File: src/rtl/core/tpq_pkg.sv
// Shared types, codes and defaults of the triage priority queue.
package tpq_pkg;

   localparam int CAPACITY_DEF = 32;
   localparam int TAG_BITS_DEF = 16;

   localparam int RISK_W = 7;
   localparam int REF_W  = 4;
   localparam int TAG_W  = 16;
   localparam int OCC_W  = 6;

   localparam logic [RISK_W-1:0] MAX_RISK     = 7'd100;
   localparam logic [REF_W-1:0]  MAX_REFERRAL = 4'd10;

   typedef enum logic [1:0] {
      OP_INSERT      = 2'd0,
      OP_SERVE_HEAD  = 2'd1,
      OP_SERVE_REF   = 2'd2,
      OP_SERVE_MATCH = 2'd3
   } tpq_op_type;

   typedef enum logic [2:0] {
      ST_INSERTED = 3'd0,
      ST_SERVED   = 3'd1,
      ST_EMPTY    = 3'd2,
      ST_NOMATCH  = 3'd3,
      ST_FULL     = 3'd4
   } tpq_status_type;

   typedef enum logic [2:0] {
      S_IDLE,
      S_INS_READ,
      S_INS_CMP,
      S_SCAN_READ,
      S_SCAN_CMP,
      S_SHIFT_READ,
      S_SHIFT_WRITE,
      S_RESPOND
   } tpq_state_type;

   typedef struct packed {
      tpq_op_type          req_type;
      logic [RISK_W-1:0]   risk_level;
      logic [REF_W-1:0]    referral_level;
      logic [TAG_W-1:0]    patient_tag;
   } tpq_req_type;

   typedef struct packed {
      tpq_status_type      status;
      logic [TAG_W-1:0]    served_tag;
      logic [RISK_W-1:0]   served_risk;
      logic [REF_W-1:0]    served_referral;
      logic [OCC_W-1:0]    occupancy;
   } tpq_rsp_type;

   typedef struct packed {
      logic risk_ge;
      logic ref_gt;
      logic ref_eq;
   } tpq_cmp_type;

endpackage

File: src/rtl/core/tpq_ram.sv
// Generic single-write, single-read RAM with registered read data.
module tpq_ram #(
   parameter int WIDTH = 8,
   parameter int DEPTH = 32
) (
   input  logic                     clock,
   input  logic                     wr_en,
   input  logic [$clog2(DEPTH)-1:0] wr_addr,
   input  logic [WIDTH-1:0]         wr_data,
   input  logic                     rd_en,
   input  logic [$clog2(DEPTH)-1:0] rd_addr,
   output logic [WIDTH-1:0]         rd_data
);

   logic [WIDTH-1:0] mem_ff [DEPTH];
   logic [WIDTH-1:0] rd_data_ff;

   always_ff @(posedge clock) begin
      if (wr_en) begin
         mem_ff[wr_addr] <= wr_data;
      end
      if (rd_en) begin
         rd_data_ff <= mem_ff[rd_addr];
      end
   end

   assign rd_data = rd_data_ff;

endmodule

File: src/rtl/core/tpq_cmp.sv
// Shared compare unit: checks one stored entry against the request key and the best so far.
module tpq_cmp (
   input  logic [tpq_pkg::RISK_W-1:0] entry_risk,
   input  logic [tpq_pkg::REF_W-1:0]  entry_referral,
   input  logic [tpq_pkg::RISK_W-1:0] key_risk,
   input  logic [tpq_pkg::REF_W-1:0]  key_referral,
   input  logic [tpq_pkg::REF_W-1:0]  best_referral,
   output tpq_pkg::tpq_cmp_type       flags
);

   import tpq_pkg::*;

   always_comb begin
      flags.risk_ge = (entry_risk >= key_risk);
      flags.ref_gt  = (entry_referral > best_referral);
      flags.ref_eq  = (entry_referral == key_referral);
   end

endmodule

File: src/rtl/core/triage_priority_queue_core.sv
// Top level of the triage priority queue: sequencer, sorted entry RAM and compare unit.
//
// Requests enter on the req_ channel (valid/ready) and each one produces exactly one
// item on the rsp_ channel. The queue holds up to CAPACITY entries in descending risk
// order, ties in arrival order, in a single-port-write RAM with registered read.
// One request is processed at a time by a sequencer that drives one compare unit.
// An insert walks from the tail toward the head, moving each lower-risk entry down one
// slot. A serve scans from the head, comparing each entry visited, then closes the gap
// by moving each later entry up one slot. A rejected insert or a serve of an empty
// queue goes straight to the response step. req_ready returns the cycle after the
// response is loaded, so a new request is taken only once the last one is finished.
// The response sits in an output register, so req_ready returns while an earlier
// response still waits for rsp_ready; the sequencer only stalls at its last step
// when that register is still full. Reset empties the queue at once; the RAM
// contents are not cleared because only held entries are ever read.
module triage_priority_queue_core #(
   parameter int CAPACITY = tpq_pkg::CAPACITY_DEF,
   parameter int TAG_BITS = tpq_pkg::TAG_BITS_DEF
) (
   input  logic                 clock,
   input  logic                 reset,
   input  logic                 req_valid,
   output logic                 req_ready,
   input  tpq_pkg::tpq_req_type req_data,
   output logic                 rsp_valid,
   input  logic                 rsp_ready,
   output tpq_pkg::tpq_rsp_type rsp_data
);

   import tpq_pkg::*;

   localparam int IDX_W = $clog2(CAPACITY);
   localparam int CNT_W = $clog2(CAPACITY + 1);
   localparam int TW    = (TAG_BITS < TAG_W) ? TAG_BITS : TAG_W;
   localparam int ENT_W = TW + RISK_W + REF_W;

   tpq_state_type     state_ff, state_in;
   logic [CNT_W-1:0]  count_ff, count_in;
   logic [IDX_W-1:0]  idx_ff, idx_in;
   logic [IDX_W-1:0]  pos_ff, pos_in;
   tpq_op_type        op_ff, op_in;
   logic [TW-1:0]     key_tag_ff, key_tag_in;
   logic [RISK_W-1:0] key_risk_ff, key_risk_in;
   logic [REF_W-1:0]  key_ref_ff, key_ref_in;
   logic [ENT_W-1:0]  best_ff, best_in;
   tpq_status_type    status_ff, status_in;
   tpq_rsp_type       rsp_ff, rsp_in;
   logic              rsp_valid_ff, rsp_valid_in;

   logic              ram_wr_en;
   logic [IDX_W-1:0]  ram_wr_addr;
   logic [ENT_W-1:0]  ram_wr_data;
   logic              ram_rd_en;
   logic [IDX_W-1:0]  ram_rd_addr;
   logic [ENT_W-1:0]  ram_rd_data;

   tpq_cmp_type       cmp;
   logic              req_fire;
   logic              full;
   logic              at_last;
   logic              upd;
   logic              take;
   logic              slot_free;
   logic [IDX_W-1:0]  last_idx;
   logic [ENT_W-1:0]  new_entry;

   tpq_ram #(
      .WIDTH(ENT_W),
      .DEPTH(CAPACITY)
   ) u_store (
      .clock  (clock),
      .wr_en  (ram_wr_en),
      .wr_addr(ram_wr_addr),
      .wr_data(ram_wr_data),
      .rd_en  (ram_rd_en),
      .rd_addr(ram_rd_addr),
      .rd_data(ram_rd_data)
   );

   tpq_cmp u_cmp (
      .entry_risk    (ram_rd_data[REF_W +: RISK_W]),
      .entry_referral(ram_rd_data[REF_W-1:0]),
      .key_risk      (key_risk_ff),
      .key_referral  (key_ref_ff),
      .best_referral (best_ff[REF_W-1:0]),
      .flags         (cmp)
   );

   assign req_ready = (state_ff == S_IDLE);
   assign req_fire  = req_valid && req_ready;
   assign full      = (count_ff == CNT_W'(CAPACITY));
   assign last_idx  = IDX_W'(count_ff - CNT_W'(1));
   assign at_last   = (idx_ff == last_idx);
   assign slot_free = !rsp_valid_ff || rsp_ready;
   assign new_entry = {key_tag_ff, key_risk_ff, key_ref_ff};

   always_comb begin
      upd  = 1'b0;
      take = 1'b0;
      unique case (op_ff)
         OP_SERVE_HEAD: begin
            upd  = 1'b1;
            take = 1'b1;
         end
         OP_SERVE_REF: begin
            upd  = (idx_ff == '0) || cmp.ref_gt;
            take = at_last;
         end
         OP_SERVE_MATCH: begin
            upd  = cmp.ref_eq;
            take = cmp.ref_eq;
         end
         default: begin
            upd  = 1'b0;
            take = 1'b0;
         end
      endcase
   end

   always_comb begin
      state_in = state_ff;
      unique case (state_ff)
         S_IDLE: begin
            if (req_fire) begin
               if (req_data.req_type == OP_INSERT) begin
                  state_in = full ? S_RESPOND : S_INS_READ;
               end else begin
                  state_in = (count_ff == '0) ? S_RESPOND : S_SCAN_READ;
               end
            end
         end
         S_INS_READ:    state_in = (idx_ff == '0) ? S_RESPOND : S_INS_CMP;
         S_INS_CMP:     state_in = cmp.risk_ge ? S_RESPOND : S_INS_READ;
         S_SCAN_READ:   state_in = S_SCAN_CMP;
         S_SCAN_CMP: begin
            if (take) begin
               state_in = S_SHIFT_READ;
            end else if (at_last) begin
               state_in = S_RESPOND;
            end else begin
               state_in = S_SCAN_READ;
            end
         end
         S_SHIFT_READ:  state_in = at_last ? S_RESPOND : S_SHIFT_WRITE;
         S_SHIFT_WRITE: state_in = S_SHIFT_READ;
         S_RESPOND:     state_in = slot_free ? S_IDLE : S_RESPOND;
         default:       state_in = S_IDLE;
      endcase
   end

   always_comb begin
      count_in     = count_ff;
      idx_in       = idx_ff;
      pos_in       = pos_ff;
      op_in        = op_ff;
      key_tag_in   = key_tag_ff;
      key_risk_in  = key_risk_ff;
      key_ref_in   = key_ref_ff;
      best_in      = best_ff;
      status_in    = status_ff;
      rsp_in       = rsp_ff;
      rsp_valid_in = rsp_valid_ff && !rsp_ready;
      ram_wr_en    = 1'b0;
      ram_wr_addr  = idx_ff;
      ram_wr_data  = new_entry;
      ram_rd_en    = 1'b0;
      ram_rd_addr  = idx_ff;

      unique case (state_ff)
         S_IDLE: begin
            if (req_fire) begin
               op_in       = req_data.req_type;
               key_tag_in  = req_data.patient_tag[TW-1:0];
               key_risk_in = (req_data.risk_level > MAX_RISK) ? MAX_RISK
                                                               : req_data.risk_level;
               key_ref_in  = req_data.referral_level;
               if (req_data.req_type == OP_INSERT) begin
                  if (req_data.referral_level > MAX_REFERRAL) begin
                     key_ref_in = MAX_REFERRAL;
                  end
                  idx_in    = IDX_W'(count_ff);
                  status_in = full ? ST_FULL : ST_INSERTED;
               end else begin
                  idx_in    = '0;
                  status_in = (count_ff == '0) ? ST_EMPTY : ST_NOMATCH;
               end
            end
         end
         S_INS_READ: begin
            if (idx_ff == '0) begin
               ram_wr_en = 1'b1;
               count_in  = count_ff + CNT_W'(1);
            end else begin
               ram_rd_en   = 1'b1;
               ram_rd_addr = idx_ff - IDX_W'(1);
            end
         end
         S_INS_CMP: begin
            ram_wr_en = 1'b1;
            if (cmp.risk_ge) begin
               count_in = count_ff + CNT_W'(1);
            end else begin
               ram_wr_data = ram_rd_data;
               idx_in      = idx_ff - IDX_W'(1);
            end
         end
         S_SCAN_READ: begin
            ram_rd_en = 1'b1;
         end
         S_SCAN_CMP: begin
            if (upd) begin
               best_in = ram_rd_data;
               pos_in  = idx_ff;
            end
            if (take) begin
               status_in = ST_SERVED;
               idx_in    = upd ? idx_ff : pos_ff;
            end else begin
               idx_in = idx_ff + IDX_W'(1);
            end
         end
         S_SHIFT_READ: begin
            if (at_last) begin
               count_in = count_ff - CNT_W'(1);
            end else begin
               ram_rd_en   = 1'b1;
               ram_rd_addr = idx_ff + IDX_W'(1);
            end
         end
         S_SHIFT_WRITE: begin
            ram_wr_en   = 1'b1;
            ram_wr_data = ram_rd_data;
            idx_in      = idx_ff + IDX_W'(1);
         end
         S_RESPOND: begin
            if (slot_free) begin
               rsp_valid_in     = 1'b1;
               rsp_in.status    = status_ff;
               rsp_in.occupancy = OCC_W'(count_ff);
               if (status_ff == ST_SERVED) begin
                  rsp_in.served_tag      = TAG_W'(best_ff[ENT_W-1 -: TW]);
                  rsp_in.served_risk     = best_ff[REF_W +: RISK_W];
                  rsp_in.served_referral = best_ff[REF_W-1:0];
               end else begin
                  rsp_in.served_tag      = '0;
                  rsp_in.served_risk     = '0;
                  rsp_in.served_referral = '0;
               end
            end
         end
         default: begin
            count_in = count_ff;
         end
      endcase
   end

   always_ff @(posedge clock) begin
      if (reset) begin
         state_ff     <= S_IDLE;
         count_ff     <= '0;
         rsp_valid_ff <= 1'b0;
      end else begin
         state_ff     <= state_in;
         count_ff     <= count_in;
         rsp_valid_ff <= rsp_valid_in;
      end
   end

   always_ff @(posedge clock) begin
      idx_ff      <= idx_in;
      pos_ff      <= pos_in;
      op_ff       <= op_in;
      key_tag_ff  <= key_tag_in;
      key_risk_ff <= key_risk_in;
      key_ref_ff  <= key_ref_in;
      best_ff     <= best_in;
      status_ff   <= status_in;
      rsp_ff      <= rsp_in;
   end

   assign rsp_valid = rsp_valid_ff;
   assign rsp_data  = rsp_ff;

   a_count_bound: assert property (@(posedge clock) disable iff (reset)
      count_ff <= CNT_W'(CAPACITY))
      else $error("Entry count exceeds capacity.");

   a_write_in_range: assert property (@(posedge clock) disable iff (reset)
      ram_wr_en |-> (CNT_W'(ram_wr_addr) <= count_ff))
      else $error("Store write lands beyond the held entries.");

   a_accept_leaves_idle: assert property (@(posedge clock) disable iff (reset)
      req_fire |=> (state_ff != S_IDLE))
      else $error("Sequencer did not start on an accepted item.");

   a_count_change_source: assert property (@(posedge clock) disable iff (reset)
      (!$past(reset) && (count_ff != $past(count_ff))) |->
         ($past(state_ff) == S_INS_READ || $past(state_ff) == S_INS_CMP ||
          $past(state_ff) == S_SHIFT_READ))
      else $error("Entry count changed outside an insert or removal step.");

endmodule

File: config.mk
export PLATFORM = sky130hd
export DESIGN_NAME = triage_priority_queue_core
export DESIGN_NICKNAME = d
export VERILOG_FILES = /design/src/rtl/core/tpq_pkg.sv /design/src/rtl/core/tpq_ram.sv /design/src/rtl/core/tpq_cmp.sv /design/src/rtl/core/triage_priority_queue_core.sv
export SDC_FILE = /design/constraint.sdc
export NUM_CORES = 1
export LEC_CHECK = 0
export ABC_AREA = 1
export BUFFER_PORTS_ARGS = -buffer_cell sky130_fd_sc_hd__buf_4
export CORE_MARGIN = 5
export CORE_UTILIZATION = 45
export DETAILED_ROUTE_END_ITERATION = 16
export PLACE_DENSITY_LB_ADDON = 0.25
export SLEW_MARGIN = 20
export SYNTH_ARGS = -nofsm -noshare
export SYNTH_HDL_FRONTEND = slang
export SYNTH_SLANG_ARGS = --single-unit
File: constraint.sdc
create_clock -name clock -period 3.04 [get_ports clock]
set_input_delay 0.304 -clock clock [delete_from_list [all_inputs] [get_ports clock]]
set_output_delay 0.304 -clock clock [all_outputs]
set_load 0.1 [all_outputs]
==> run metrics <==
DRT Pass-1 Iters 9; r2r worst-path depth 23; Final Power 64.6 mW; Layout area overhead 24.0%; actual slew at the worst max-slew pin 710 ps; Port-buffer cells 70; Yosys cell types 40; mean post-synth cell area 10.9 um2; share of the synthesized area in the top cell type 69.1%; # DRC 0; Root Buffer clkbuf_16; number of synthesized flops with an enable pin 996; Core ar. 95,300 um2; Clock Skew 33.7 ps; vias post-DR 31.3k; n_diodes 0; remaining antenna violation count 0; Hold Vio Cnt, Final 0; Num CTS Buffers 99; worst flop-to-flop path startpoint count_ff[0]$_SDFFE_PP0P_; cells taking the most area after synthesis edfxtp_1 69%, nand2_1 12%, nand3_1 9.4%, inv_1 2.0%, buf_2 1.7%; required time worst endpoint 3470 ps; warnings from Yosys 0; clock-pin slew on the worst setup and hold paths 60 ps; hold path cells 5; number of top-level pins 71; Critical R2R Capture u_store.rd_data[1]$_DFFE_PP_; Final Util 56.3%; Critical Path Fanout Max 7; Worst Hold Class in -> reg; CP arrival 3430 ps; layout cell share with drive strength beyond 1 16.5%; vias per std cell 5.60; DR iter-0 viols 3,908; grt ovf 0; RSZ-0062 raised after global routing yes; CP Class reg -> reg; WHS Endpoint state_ff[0]$_SDFFE_PP0P_; reg2reg setup slack 40 ps; Layout Nets 4,302; Final min period 3000 ps; largest net degree at the start of global routing 77; Total GRT Usage 23.7%; clock sinks 1,006; MaxCap Viol Count 0; vias in the first global route 29.2k; Die Y 320 um; Slew headroom 52.7%; final setup fails 0; Hold Crit Start req_valid; die area 102,000 um2; Die W 320 um; first-pass GRT wire length 185 mm; Std-Cell Rows 113; sequential fraction of the synthesis area 69.6%; H-tree levels 3; Synth Instances 3,958; ys async rst share 0%; dpl hpwl 71.9 mm; Initial Util 45.4%; crit share post-route 98.5%; highest clock rate 0.334 GHz; Post-Synthesis Net Count 4,010; Yosys reg bits 1,006; cell area after synthesis 43,300 um2; wire per inst 23.3 um; Pwr Density 1200 nW/um2; Post-Route WL 130 mm; status complete, no violations; GP Congestion 0.873; clock latency on the worst-skew pair 690 ps; Setup crit end kind flip-flop; top_reg_cell synth edfxtp_1; Final Slew Violations 0; CP Launch Type flip-flop; initial antenna violation count 1; peak supply drop 1.03 mV; CTS tree built; Leakage 21.3 nW; Max clock buf depth 3; leading area contributor after synthesis edfxtp_1
==> cells in the mapped netlist, drive strengths merged (4+ instances only) <==
cell type / count
nand2: 1358
edfxtp: 996
nand3: 819
inv: 233
buf: 192
nor2: 102
nand3b: 82
clkbuf: 51
o21ai: 31
a21oi: 19
ha: 19
dfxtp: 10
xor2: 8
o2111ai: 6
a31oi: 4
nor3: 4
nor4: 4
o31ai: 4
or2: 4
==> report_power, final <==
part           switching [mW]  internal (mW)
logic                    21.2           11.6
clock network            5.30           7.37
registers               0.629           18.5
==> critical path: stages, from the launching register on <==
cell and delay (ps):
dfxtp_2 330, inv_4 90, ha_4 150, buf_6 110, nand2_2 50, nand2_2 70
nand2_1 50, nand2_1 60, nand3_2 130, buf_6 150, nor2_4 130, nand2_4 90
nand3_4 130, buf_6 150, buf_12 150, buf_4 160, clkbuf_16 180, nand3b_1 80
nand3_1 80, nand3_1 100, nand3_2 90, nand2_1 60, nand2_1 100, nand2_1 60
==> cell usage in the layout (no fill, tap or decap), types with 40 or more instances in the layout <==
cell,n
buf_12,115
clkbuf_16,134
nand2_1,1308
inv_1,225
nand3_1,778
nand3b_1,82
buf_4,203
nor2_1,62
edfxtp_1,996
nand2_2,40
==> how the worst max path moves through the flow <==
stage	startpoint	endpoint
floorplan	u_store.rd_data[6]$_DFFE_PP_	u_store.mem_ff[0][10]$_DFFE_PP_
global placement	count_ff[0]$_SDFFE_PP0P_	u_store.rd_data[20]$_DFFE_PP_
detailed placement	count_ff[0]$_SDFFE_PP0P_	u_store.rd_data[19]$_DFFE_PP_
CTS	count_ff[1]$_SDFFE_PP0P_	u_store.rd_data[18]$_DFFE_PP_
global route	count_ff[0]$_SDFFE_PP0P_	u_store.rd_data[24]$_DFFE_PP_
finish	count_ff[0]$_SDFFE_PP0P_	u_store.rd_data[1]$_DFFE_PP_
==> repair_timing <==
item                                    in CTS  in global routing
endpoints found under the hold margin       32                  0
endpoints found under the setup margin      27                 27
hold buffers                                32                  0
pin swaps                                    3                 52
resized for setup                           26                146
gates cloned                                 6                 37
buffers inserted                            17                 23
==> state kept, by name (all words and copies together), names as in the netlist <==
register,cells
best_ff,27
count_ff,6
idx_ff,5
key_ref_ff,4
key_risk_ff,7
key_tag_ff,16
op_ff,2
pos_ff,5
rsp_data,36
rsp_valid,1
state_ff,3
status_ff,3
u_store.mem_ff,864
u_store.rd_data,27
==> layout make-up <==
cell class | instances | area [um2]
Clock buffer | 113 | 2620
Clock inverter | 70 | 742
Fill cell | 7772 | 41600
Inverter | 235 | 905
Multi-Input combinational cell | 2475 | 11800
Sequential cell | 1006 | 30100
Tap cell | 1265 | 1580
Timing Repair Buffer | 433 | 5890
==> metrics by stage <==
step | setup slack [ps] | setup TNS, ps | instances | instance area [um2] | hold slack, ps
2_1_floorplan | -186 | -45040 | 3958 | 43300 | 373
3_3_place_gp | -166 | -1680 | 5302 | 48000 | 429
3_5_place_dp | -194 | -2610 | 5302 | 48000 | 428
4_1_cts | 3.22 | 0 | 5540 | 52100 | 20.2
5_1_grt | -76.2 | -1340 | 5597 | 53700 | 69.0
6_report | 44.3 | 0 | 5597 | 53700 | 52.6
==> kinds of logic (layout without fill, tap and decap cells) <==
| family | Yosys count | count (layout) | synth area share (%) |
|---|---|---|---|
| AND/OR/NAND/NOR | 2377 | 2378 | 23.9 |
| flip-flops | 1006 | 1006 | 69.6 |
| buffers and inverters | 478 | 851 | 4.88 |
| AO/OA/AOI/OAI | 69 | 69 | 0.922 |
| adder cells (fa/ha/maj) | 19 | 19 | 0.549 |
| XOR/XNOR | 9 | 9 | 0.182 |
==> layer usage <==
layer	wire (um)	vias up	GRT usage, %
met4	3740	0	7.13
met3	13000	268	4.14
met1	52500	15200	33.2
li1	-	14203	-
met5	0	-	0
met2	61000	1669	38.3
(Power assumes the default switching activity.)
